--- src/sv/cpss_pkg.sv ---
`timescale 1ns / 1ps
// Shared types, constants and the quarter-wave sine table for the cubic phase synthesizer.
package cpss_pkg;

  // Frame and track store geometry
  localparam int FRAME_LEN    = 512;
  localparam int FRAME_AW     = $clog2(FRAME_LEN);
  localparam int MAX_PARTIALS = 512;
  localparam int PART_AW      = $clog2(MAX_PARTIALS);

  // Field widths
  localparam int FREQ_W   = 24;
  localparam int AMP_W    = 16;
  localparam int PHASE_W  = 16;
  localparam int SR_W     = 18;
  localparam int SAMPLE_W = 24;
  localparam int ACC_W    = 32;
  localparam int PREV_W   = FREQ_W + AMP_W + PHASE_W;

  localparam logic [SR_W-1:0] SR_RESET = 18'd44100;

  // Frequency to turns per sample: {frequency, 24 zero bits} / sample_rate
  localparam int DVD_W = FREQ_W + 24;
  localparam int DVS_W = SR_W;

  // Radians (Q4.12) to Q32 turns: floor(phase * K / 2^26)
  localparam int PHI_W = 34;
  localparam int MUL_W = 61;
  localparam logic signed [MUL_W-1:0] RAD_TURN_K = 61'sd11199533475044;
  localparam int RAD_SH = 26;

  // Phase accumulator extension bits (Q58 turns) and coefficient shifts
  localparam int EXT_BITS = 26;
  localparam int ALPHA_SH = EXT_BITS - 2 * FRAME_AW;
  localparam int BETA_SH  = 3 * FRAME_AW - EXT_BITS;

  // Amplitude ramp and product widths
  localparam int NUM_W     = AMP_W + FRAME_AW + 1;
  localparam int SIN_W     = 17;
  localparam int PROD_W    = NUM_W + SIN_W;
  localparam int CONTRIB_W = PROD_W - (FRAME_AW + 9);

  // Sine table
  localparam int SIN_AW = 11;
  typedef logic [15:0] sine_tab_t [0:1024];

  typedef enum logic [1:0] {
    KIND_PARTIAL   = 2'd0,
    KIND_END_FRAME = 2'd1,
    KIND_READ      = 2'd2
  } kind_e;

  // Start values handed to the oscillator
  typedef struct packed {
    logic [63:0]      p0;
    logic [63:0]      d1;
    logic [63:0]      d2;
    logic [63:0]      d3;
    logic [AMP_W-1:0] amp;
    logic [AMP_W-1:0] pamp;
  } osc_init_t;

  // Accumulator requests coming back from the oscillator
  typedef struct packed {
    logic                 rd_v;
    logic [FRAME_AW-1:0]  rd_idx;
    logic                 wr_v;
    logic [FRAME_AW-1:0]  wr_idx;
    logic [CONTRIB_W-1:0] contrib;
    logic                 last;
  } osc_req_t;

  // Build the Q15 quarter-wave table from the odd Q30 polynomial
  function automatic sine_tab_t build_sine_tab();
    sine_tab_t   tab;
    logic [63:0] u;
    logic [63:0] u2;
    logic [63:0] t;
    logic [63:0] s;
    int          k;
    for (k = 0; k <= 1024; k++) begin
      u  = 64'(k) << 20;
      u2 = (u * u) >> 30;
      t  = 64'd172274;
      t  = 64'd5026995 - ((u2 * t) >> 30);
      t  = 64'd85569306 - ((u2 * t) >> 30);
      t  = 64'd693598668 - ((u2 * t) >> 30);
      t  = 64'd1686629713 - ((u2 * t) >> 30);
      s  = ((u * t) >> 30) + (64'd1 << 14);
      s  = s >> 15;
      if (s > 64'd32768) begin
        s = 64'd32768;
      end
      tab[k] = 16'(s);
    end
    return tab;
  endfunction

  localparam sine_tab_t SINE_TAB = build_sine_tab();

endpackage

--- src/sv/cpss_div.sv ---
`timescale 1ns / 1ps
// Restoring divider, one quotient bit per cycle, for frequency to turns conversion.
module cpss_div
  import cpss_pkg::*;
(
  input  logic             clk_i,
  input  logic             rst_ni,
  input  logic             start_i,
  input  logic [DVD_W-1:0] dividend_i,
  input  logic [DVS_W-1:0] divisor_i,
  output logic             busy_o,
  output logic             done_o,
  output logic [DVD_W-1:0] quotient_o
);

  localparam int CNT_W = $clog2(DVD_W);

  logic             busy_q, busy_d;
  logic             done_q, done_d;
  logic [CNT_W-1:0] cnt_q, cnt_d;
  logic [DVS_W:0]   rem_q, rem_d;
  logic [DVD_W-1:0] quo_q, quo_d;
  logic [DVS_W-1:0] dvs_q, dvs_d;

  logic [DVS_W:0]   rem_sh;
  logic [DVS_W+1:0] diff;
  logic             ge;

  // Shift in the next dividend bit and try a subtract
  always_comb begin
    rem_sh = {rem_q[DVS_W-1:0], quo_q[DVD_W-1]};
    diff   = {1'b0, rem_sh} - {2'b00, dvs_q};
    ge     = !diff[DVS_W+1];
  end

  always_comb begin
    busy_d = busy_q;
    done_d = 1'b0;
    cnt_d  = cnt_q;
    rem_d  = rem_q;
    quo_d  = quo_q;
    dvs_d  = dvs_q;
    if (start_i && !busy_q) begin
      busy_d = 1'b1;
      cnt_d  = '0;
      rem_d  = '0;
      quo_d  = dividend_i;
      dvs_d  = divisor_i;
    end else if (busy_q) begin
      rem_d = ge ? diff[DVS_W:0] : rem_sh;
      quo_d = {quo_q[DVD_W-2:0], ge};
      cnt_d = cnt_q + 1'b1;
      if (cnt_q == CNT_W'(DVD_W - 1)) begin
        busy_d = 1'b0;
        done_d = 1'b1;
      end
    end
  end

  always_ff @(posedge clk_i or negedge rst_ni) begin
    if (!rst_ni) begin
      busy_q <= 1'b0;
      done_q <= 1'b0;
      cnt_q  <= '0;
    end else begin
      busy_q <= busy_d;
      done_q <= done_d;
      cnt_q  <= cnt_d;
    end
  end

  always_ff @(posedge clk_i) begin
    rem_q <= rem_d;
    quo_q <= quo_d;
    dvs_q <= dvs_d;
  end

  assign busy_o     = busy_q;
  assign done_o     = done_q;
  assign quotient_o = quo_q;

endmodule

--- config.mk ---
export PLATFORM = sky130hd
export DESIGN_NAME = cpss_div
export DESIGN_NICKNAME = d
export VERILOG_FILES = /design/src/sv/cpss_pkg.sv /design/src/sv/cpss_div.sv
export SDC_FILE = /design/constraint.sdc
export NUM_CORES = 1
export LEC_CHECK = 0
export BUFFER_PORTS_ARGS = -buffer_cell sky130_fd_sc_hd__buf_2
export CORE_AREA = 2 2 102 104
export CTS_BUF_LIST = sky130_fd_sc_hd__clkbuf_8
export CTS_CLUSTER_DIAMETER = 50
export DETAILED_ROUTE_END_ITERATION = 8
export DIE_AREA = 0 0 104 106
export GPL_TIMING_DRIVEN = 0
export HOLD_SLACK_MARGIN = 0.08
export PLACE_DENSITY = 0.77
export SETUP_SLACK_MARGIN = 0.02
export SLEW_MARGIN = 20
export SYNTH_ARGS = -nofsm -noshare
export SYNTH_HDL_FRONTEND = slang
export SYNTH_SLANG_ARGS = --single-unit
--- constraint.sdc ---
create_clock -name clk_i -period 2.35 [get_ports clk_i]
set_input_delay 0.1175 -clock clk_i [delete_from_list [all_inputs] [get_ports clk_i]]
set_output_delay 0.1175 -clock clk_i [all_outputs]
set_load 0.01 [all_outputs]
## After elaboration in Yosys (flattened, before gate mapping)

Index checks and enable logic that the tools add are counted.

| word-level totals | value |
|---|---|
| logic and storage cells | 24 |
| bits in registers | 92 |
| output and inout bits | 50 |

| operators by class | value |
|---|---|
| reduce and logical (&&, ||, !) cells | 4 |
| multiplexer cells | 11 |
| equality and inequality tests | 1 |
| $add $sub $neg | 2 |

Operators with widths:

| kind | count |
|---|---|
| $mux W48 | 2 |
| $sub A19 B18 Y20 | 1 |
| $mux W18 | 1 |
| $mux W6 | 2 |
| $add A6 B1 Y6 const B | 1 |
| $eq A6 B6 Y1 const B | 1 |
| $mux W1 | 6 |
| $logic_not A1 Y1 | 2 |
| $reduce_bool A2 Y1 | 1 |
| $logic_and A1 B1 Y1 | 1 |

## Logic depth before layout (Yosys ltp)

Gate-level depths: netlist of run 1.

| depth | value |
|---|---|
| depth in word-level cells | 4 |
| gate-level depth with buffers | 11 |

## Worst setup path after synthesis of run 1

Ideal clock, no wire load.

| path | value |
|---|---|
| path kind | flip-flop to flip-flop |
| start | reg busy_q, in the netlist busy_o |
| end | reg rem_q[10] |
| path buffers | 1 |
| slack | 60 ps |
| cell stages (with the launch flop) | 6 |
| arrival time | 2174 ps |
| path through | dfrtp_1 > clkbuf_1 > nor2_1 > inv_1 > o32ai_1 > a31o_2 |

| between the ends | value |
|---|---|
| word-level cells in the longest chain between the ends | 2 |

RTL lines:

| item | line | source |
|---|---|---|
| from (decl) | cpss_div.sv:18 | `logic busy_q, busy_d;` |
| from (signal assigned) | cpss_div.sv:66 | `busy_q <= busy_d;` |
| $logic_not A1 Y1 | cpss_div.sv:43 | `if (start_i && !busy_q) begin` |
| $logic_and A1 B1 Y1 | cpss_div.sv:43 |  |
| to (signal assigned) | cpss_div.sv:73 | `rem_q <= rem_d;` |
| to (decl) | cpss_div.sv:21 | `logic [DVS_W:0] rem_q, rem_d;` |

Several ways; a longest one is shown, not always the timed one.
A chain may end at the register's enable or synchronous reset.

## Worst setup path after layout of run 1

| path | value |
|---|---|
| start | reg dvs_q[9] |
| end | reg rem_q[0] |

| between the ends | value |
|---|---|
| word-level cells in the longest chain between the ends | 2 |

RTL lines:

| item | line | source |
|---|---|---|
| from (decl) | cpss_div.sv:23 | `logic [DVS_W-1:0] dvs_q, dvs_d;` |
| from (signal assigned) | cpss_div.sv:75 | `dvs_q <= dvs_d;` |
| $sub A19 B18 Y20 | cpss_div.sv:32 | `diff = {1'b0, rem_sh} - {2'b00, dvs_q};` |
| $mux W18 | cpss_div.sv:50 | `rem_d = ge ? diff[DVS_W:0] : rem_sh;` |

No other way between the ends.

==> reports/summary.md, run 1 <==
For this run, asynchronously set or reset flops after synthesis account for 8.70%. For the number of global-route vias before repair, the log shows 4,716. The slowest stage cell on the critical path is sky130_fd_sc_hd__a2111oi_4.

The tools report the distinct cell type count after synthesis as 58. The cell seen most often among critical-path stages is sky130_fd_sc_hd__o21ai_2. Cell taking the most area after synthesis: sky130_fd_sc_hd__edfxtp_1. The clock-pin slew of the registers on the worst-case setup and hold paths came out at 0.10 ns. The final layout contains 809 nets. The count of flip-flops with a built-in enable after synthesis came out at 66. The tool flagged a number of max-cap violations equal to 0. The data arrival time at the worst-slack endpoint came out at 2.69 ns.

Along the worst path, the maximum fanout reaches 6. The logs give 0 for the final-report max-slew violation count and 0 for the initial antenna violation count. For the final hold violation count, the log shows 0. After detailed placement, the design holds a cell count of 761. The detailed router finished its first iteration with 331 violations. Timing analysis after detailed placement gives a worst setup slack of -0.209 ns. The run gives 92 as the total number of clock tree sinks.

The run gives 4820 um2 as the post-synthesis instance area. The worst setup path is captured at a flop. For this run, the slowest stage of the critical path takes 0.51 ns. 0 antenna diodes ended up in the layout. The area growth from synthesis to layout came out at 42.9%. The first-pass GRT wire length is 22.2 mm.

The die is 104 um wide. For the worst-skew pair, the clock arrives at the later sink with an insertion delay of 0.38 ns. The leakage power of the design was 0.00307 uW; the number of buffers created by CTS was 9.

TritonCTS built the clock tree. The logs give 119 for the count of pins on the block boundary and 3 for the maximum level of the CTS H-tree. Using the TritonRoute via totals, the vias-per-cell ratio works out to 5.38. The logs give 861 for the number of cells in the finished layout apart from fillers and 0.935 for the routability-driven placement congestion ratio. The die covers 11,000 um2. Setup violations remaining at the end of the flow were counted as 8. Internal power comes to 5210 uW. Sequential cells burn 35.9% of the power.

The post-route netlist has 28.4% of its cells at a drive strength greater than 1. Across all hold checks on the routed design, the worst slack comes to 0.119 ns. The tools report the post-place instance area as 5600 um2. In the final routed layout, each cell accounts on average for 16.4 um. Global routing consumed, over all layers together, 25.1% of the routing resources.

The run gives 68.8% as the utilization of the core after routing. Derived from the worst setup path, the maximum achievable clock frequency is 414 MHz. At the worst endpoint, the required time is 2.63 ns. For the smallest setup slack after layout, the log shows -0.0645 ns. Critical path start-end classification: flop to flop.

The sequential-to-total area share from yosys stat is 52.8%. The top cell types in the final layout, fill and taps aside, are 178 x sky130_fd_sc_hd__nand2_1, 119 x sky130_fd_sc_hd__buf_2, 68 x sky130_fd_sc_hd__dlygate4sd3_1. For this run, the leading register cell type out of synthesis is sky130_fd_sc_hd__edfxtp_1.

The average instance in the mapped netlist occupies 9.52 um2. The detail route stage leaves a number of antenna-violating nets equal to 0. For the setup clock skew after layout, the log shows 0.0135 ns.

The tools report the via total after detailed routing as 4,629. For the maximum vdd ir drop, the log shows 0.719 mV. The critical path goes through inv_2, ha_4, buf_8, nand2_4, a211oi_2, o21ai_2, a2111oi_4, buf_6, buf_12, o21ai_2, a31o_1. In the synthesized netlist, the number of instances is 506. Wires add up to 14.1 mm. The tightest min-delay check is of the primary input to asynchronous set/reset pin type.

Startpoint type of the worst setup path: a flop. Summed over all layers, the global routing overflow is 0. The first detailed-routing pass took 5 iterations. In the post-synthesis netlist, the biggest area contributors are sky130_fd_sc_hd__edfxtp_1 41%, sky130_fd_sc_hd__nand2_1 14%, sky130_fd_sc_hd__dfxtp_1 7.5%. The final reports fail on negative setup slack. The cell family contributing the most delay on the critical path is compound AO/OA/AOI/OAI gates. The run gives 37 as the count of standard-cell rows. Setup repair after global routing could not meet its margin everywhere. After routing the design area is 6880 um2. The tools report the synthesized net count as 595.

Of the total power, the clock network draws 12.9%. The tree is rooted in a sky130_fd_sc_hd__clkbuf_8. In this run the tightest slew margin relative to its limit is 58.1%. Dividing total power by cell area gives a power density of 1270 nW/um2. Combinational cells account for 51.3% of the total power. In this run, synthesis produced a sequential element count of 92.

The final critical path takes up 103% of the cycle. For this run, the number of Yosys warnings is 0. At the pin with the least slew margin, the transition time is 0.629 ns.

The total area inside the core boundary comes to 10000 um2. Buffers placed on the I/O ports in this run total 118. The run finished, with violations left. The clock tree buffer depth was 2.

After detailed routing, the number of remaining DRC violations is 0. Commonest non-fill, non-tap cell in the layout: sky130_fd_sc_hd__nand2_1. After legalization and detailed placement, the total HPWL measured 8.71 mm. Summed over its instances, the top area cell type makes up 41.1% of the synthesized netlist area. The height of the chip is 106 um. The final critical-path required period is 2.41 ns.

Net switching is 40.3% of the power. The initial core utilization came out at 48.2%. The most critical setup path has its startpoint at dvs_q[9]. The number of buffers and inverters on the critical path was 4.

The pin count of the biggest net entering global routing was 33; the switching component of the power was 3520 uW. Origin of the critical flop-to-flop path: dvs_q[9].
==> flip-flops by register name (all words and copies together) (netlist names) <==
name / cells
rem_q: 18
cnt_q: 6
quotient_o: 48
done_o: 1
dvs_q: 18
busy_o: 1
==> worst paths after layout <==
| path | end | slack (ns) | cells after the start |
|---|---|---|---|
| min in group clk_i | dvs_q[4] | 0.45 | 2 |
| max in group asynchronous | cnt_q[5] | 2.06 | 2 |
| max | rem_q[0] | -0.06 | 11 |
| min reg2reg | cnt_q[5] | 0.50 | 1 |
| max reg2reg | rem_q[0] | -0.06 | 11 |
| min | cnt_q[0] | 0.12 | 2 |
==> stage by stage <==
| step | setup TNS [ns] | total power [uW] |
|---|---|---|
| after floorplan | 0 | 5570 |
| after global placement | -17.83 | 6600 |
| after detailed placement | -2.26 | 6740 |
| after CTS | -0.000614 | 8100 |
| after global routing | -1.54 | 9260 |
| final | -0.277 | 8720 |
==> cell type report <==
class	instances	area, um2
Buffer	24	156
Clock buffer	10	138
Clock inverter	6	63.8
Fill cell	741	3120
Inverter	25	93.8
Multi-Input combinational cell	364	2280
Sequential cell	92	2540
Tap cell	136	170
Timing Repair Buffer	204	1440
==> power by group through the flow <==
| stage | Combinational (uW) | Sequential (uW) | Clock, uW |
|---|---|---|---|
| after detailed placement | 3670 | 3070 | 0 |
| after floorplan | 2360 | 3210 | 0 |
| after CTS | 3910 | 3060 | 1130 |
| final | 4470 | 3130 | 1120 |
| after global routing | 4870 | 3200 | 1180 |
| after global placement | 3550 | 3050 | 0 |
==> logic make-up (layout without fill, tap and decap cells) <==
kind of cell | after synthesis | count (layout) | share of synthesized area, %
DFF | 92 | 92 | 52.8
buffers and inverters | 50 | 269 | 4.57
AOI/OAI and AO/OA | 99 | 99 | 14.8
xor gates and xnor gates | 15 | 15 | 2.73
muxes | 2 | 2 | 0.467
and+or+nand+nor | 228 | 228 | 19.3
adders and majority gates | 20 | 20 | 5.35
==> timing repair <==
action,in CTS,in global routing
buffers inserted,7,8
resized for setup,14,48
hold buffers,68,0
cloned,1,1
pin swaps,9,23
hold endpoints to repair,75,0
setup endpoints to repair,19,43
==> synth_stat cells (7+ instances only) <==
cell and number:
sky130_fd_sc_hd__a21oi_1 20, sky130_fd_sc_hd__clkbuf_1 15, sky130_fd_sc_hd__dfrtp_1 8, sky130_fd_sc_hd__dfxtp_1 18
sky130_fd_sc_hd__edfxtp_1 66, sky130_fd_sc_hd__ha_1 19, sky130_fd_sc_hd__inv_1 25, sky130_fd_sc_hd__nand2_1 180
sky130_fd_sc_hd__nand2b_1 7, sky130_fd_sc_hd__nor2_1 16, sky130_fd_sc_hd__o211ai_1 15, sky130_fd_sc_hd__o21ai_0 17
sky130_fd_sc_hd__xnor2_1 8, sky130_fd_sc_hd__xor2_1 7
==> routing by layer <==
layer  vias up  global-route usage (%)  wire length, um
met2       215                    44.8             7130
met4         2                    12.5              436
met3        38                    4.72              867
met5         -                       0               42
li1       2191                       -                -
met1      2183                    28.9             5610
Power figures use the tool's default switching activity.
==> inputs of run 2 (changes only) <==
- SETUP_SLACK_MARGIN: 0.02 -> 0.2
==> reports/summary.md, run 2 (synthesis gave the netlist of run 1 again) <==
The run finished, with violations left. The checks that failed: negative setup slack. Timing would allow up to 415 MHz. The worst setup path is of the flop to flop kind. Setup violations remaining at the end of the flow were counted as 2. Dividing total power by cell area gives a power density of 1290 nW/um2. The count of buffers from port buffering was 118.

Number of global-route vias before repair: 4,641. Final hold analysis gives a worst-case slack of 0.105 ns. The area growth from synthesis to layout is 46.5%. The startpoint type of the worst setup path was a flop. CTS built an H-tree with a depth of 3. The path class of the tightest hold or removal check is primary input to asynchronous set/reset pin. At the pin with the least slew margin, the transition time is 0.550 ns.

The run gives -0.0574 ns as the smallest setup slack after layout. The root buffer cell chosen for the clock tree is sky130_fd_sc_hd__clkbuf_8. The final-report max-slew violation count was 0. Global routing finished with a remaining overflow of 0. The count of nets left with antenna violations once routing finished came out at 0. The width of the chip was 104 um. The sequential cell fraction of total power came out at 34.8%. The number of violations of the max-capacitance limit came out at 0. The fraction of layout instances using a drive strength above 1 is 31.7%. Setup total negative slack on the finished layout was measured at -0.0686 ns.

IR analysis of the VDD net gives a maximum drop of 0.735 mV. The internal power of the cells totals 5420 uW. The final hold violation count was 0; the detailed-router iteration count before antenna repair was 5. Setup repair after global routing could not meet its margin everywhere. Buffers inserted during clock tree synthesis total 9.

Leaving out fill and tap cells, the most frequent cell in the layout is sky130_fd_sc_hd__nand2_1. Leaving out fill and tap cells, the most frequent cells in the layout are 177 x sky130_fd_sc_hd__nand2_1, 118 x sky130_fd_sc_hd__buf_2, 67 x sky130_fd_sc_hd__dlygate4sd3_1. The analysis attributes to cell leakage a power of 0.00312 uW.

For the total DRC errors in the routed layout, the log shows 0. In the routed layout, each cell is associated on average with a via count of 5.46. The count of pins on the block boundary is 119, and the data required time of the worst path is 2.59 ns. The die covers 11,000 um2. The clock-pin slew of the registers on the worst-case setup and hold paths is 0.09 ns. The total power of the final layout is 9120 uW. The DRC marker count from the first detailed-route iteration is 351.

The routability-driven placement congestion ratio is 0.891, and the via total after detailed routing is 4,739. Across every metal layer, demand over resource in global routing totals 26.0%. After floorplanning, the core was divided into 37 placement rows.

At the worst endpoint, the arrival time is 2.65 ns. TritonCTS built the clock tree. For the final database, setup skew stands at 0.0181 ns. Clock latency on the worst-skew pair, taken at its later pin, is 0.38 ns.

The HPWL after detailed placement is 8.54 mm. The number of flip-flops under the largest register name works out to 48. The maximum fanout along the worst path is 3.

The tools report the initial antenna violation count as 0. The floorplan step set the die height to 106 um. In the final routed layout, each cell accounts on average for 17.1 um. The first global-routing pass estimated 22.7 mm of wire.

In this run, the combinational gates consume 53.0% of the power. The clock tree buffer depth is 2, and the count of nets after finishing is 816. The switching part of the total power came out at 40.6%. Total number of clock tree sinks: 92.

The clock share of power was 12.2%. The total area inside the core boundary comes to 10000 um2. For the post-place instance area, the log shows 5600 um2.

The period utilization was 102%. Subtracting the final worst setup slack from the clock period gives 2.41 ns. For the switching component of the power, the log shows 3710 uW.

After detailed routing, the total wire length is 14.8 mm. The logs give 0 for the number of diodes added for antenna fixing and 63.4% for the remaining max-slew budget at the tightest pin. The tools report the kind of end point of the critical path as a flop.

Once the floorplan was initialized, standard cells occupied 48.2% of the core. For the pin count of the biggest net entering global routing, the log shows 28. Summing all non-filler instances in the final layout gives an area of 7060 um2.
## run 2: worst paths after layout
path	to	start	slack (ns)	depth (start not counted)
max in group asynchronous	cnt_q[2]	rst_ni	2.07	2
max	rem_q[14]	quotient_o[47]	-0.06	10
max reg2reg	rem_q[14]	quotient_o[47]	-0.06	10
min reg2reg	cnt_q[5]	cnt_q[5]	0.49	1
min	cnt_q[3]	rst_ni	0.11	2
min in group clk_i	rem_q[3]	start_i	0.11	2
## run 2: through the flow
step | util (%) | instances | worst slack (ns)
finish | 70.6 | 868 | -0.0574
global route | 70.6 | 868 | -0.115
global placement | 56.0 | 760 | -0.248
floorplan | - | 506 | 0.205
CTS | 67.7 | 859 | 0.0751
detailed placement | 56.0 | 760 | -0.241
## run 2: what timing repair did
item | 4_1_cts | 5_1_grt
hold endpoints to repair | 74 | 0
endpoints found under the setup margin | 77 | 48
setup buffers | 13 | 7
resized for setup | 41 | 49
pin swaps | 11 | 23
hold buffers | 67 | 0
gates cloned | 3 | 2
## run 2: critical path: stages (launching register included)
cell	delay, ns
sky130_fd_sc_hd__edfxtp_1	0.41
sky130_fd_sc_hd__inv_2	0.10
sky130_fd_sc_hd__ha_4	0.14
sky130_fd_sc_hd__inv_2	0.03
sky130_fd_sc_hd__fa_2	0.34
sky130_fd_sc_hd__a211o_1	0.35
sky130_fd_sc_hd__a211oi_2	0.28
sky130_fd_sc_hd__nor2_2	0.09
sky130_fd_sc_hd__a32oi_2	0.23
sky130_fd_sc_hd__xor2_1	0.21
sky130_fd_sc_hd__o21ai_1	0.10
## run 2: power by group through the flow
stage	Sequential [uW]	Clock, uW	Combinational [uW]
3_3_place_gp	3060	0	3580
5_1_grt	3230	1200	5230
4_1_cts	3100	1130	4190
3_5_place_dp	3080	0	3670
6_report	3170	1120	4840
2_1_floorplan	3210	0	2390
## run 2: area by class of cell
class                           instances  area (um2)
Sequential cell                        92        2550
Timing Repair inverter                  3        22.5
Multi-Input combinational cell        364        2400
Inverter                               25        97.6
Timing Repair Buffer                  207        1440
Fill cell                             702        2940
Buffer                                 25         179
Tap cell                              136         170
Clock inverter                          6        63.8
Clock buffer                           10         138
## run 2: routing by layer
| layer | part of all wire (%) | global-route usage, % |
|---|---|---|
| met1 | 39 | 30.6 |
| met2 | 51 | 46.4 |
| met3 | 7.4 | 5.58 |
| met4 | 2.7 | 10.2 |
| met5 | 0 | 0 |
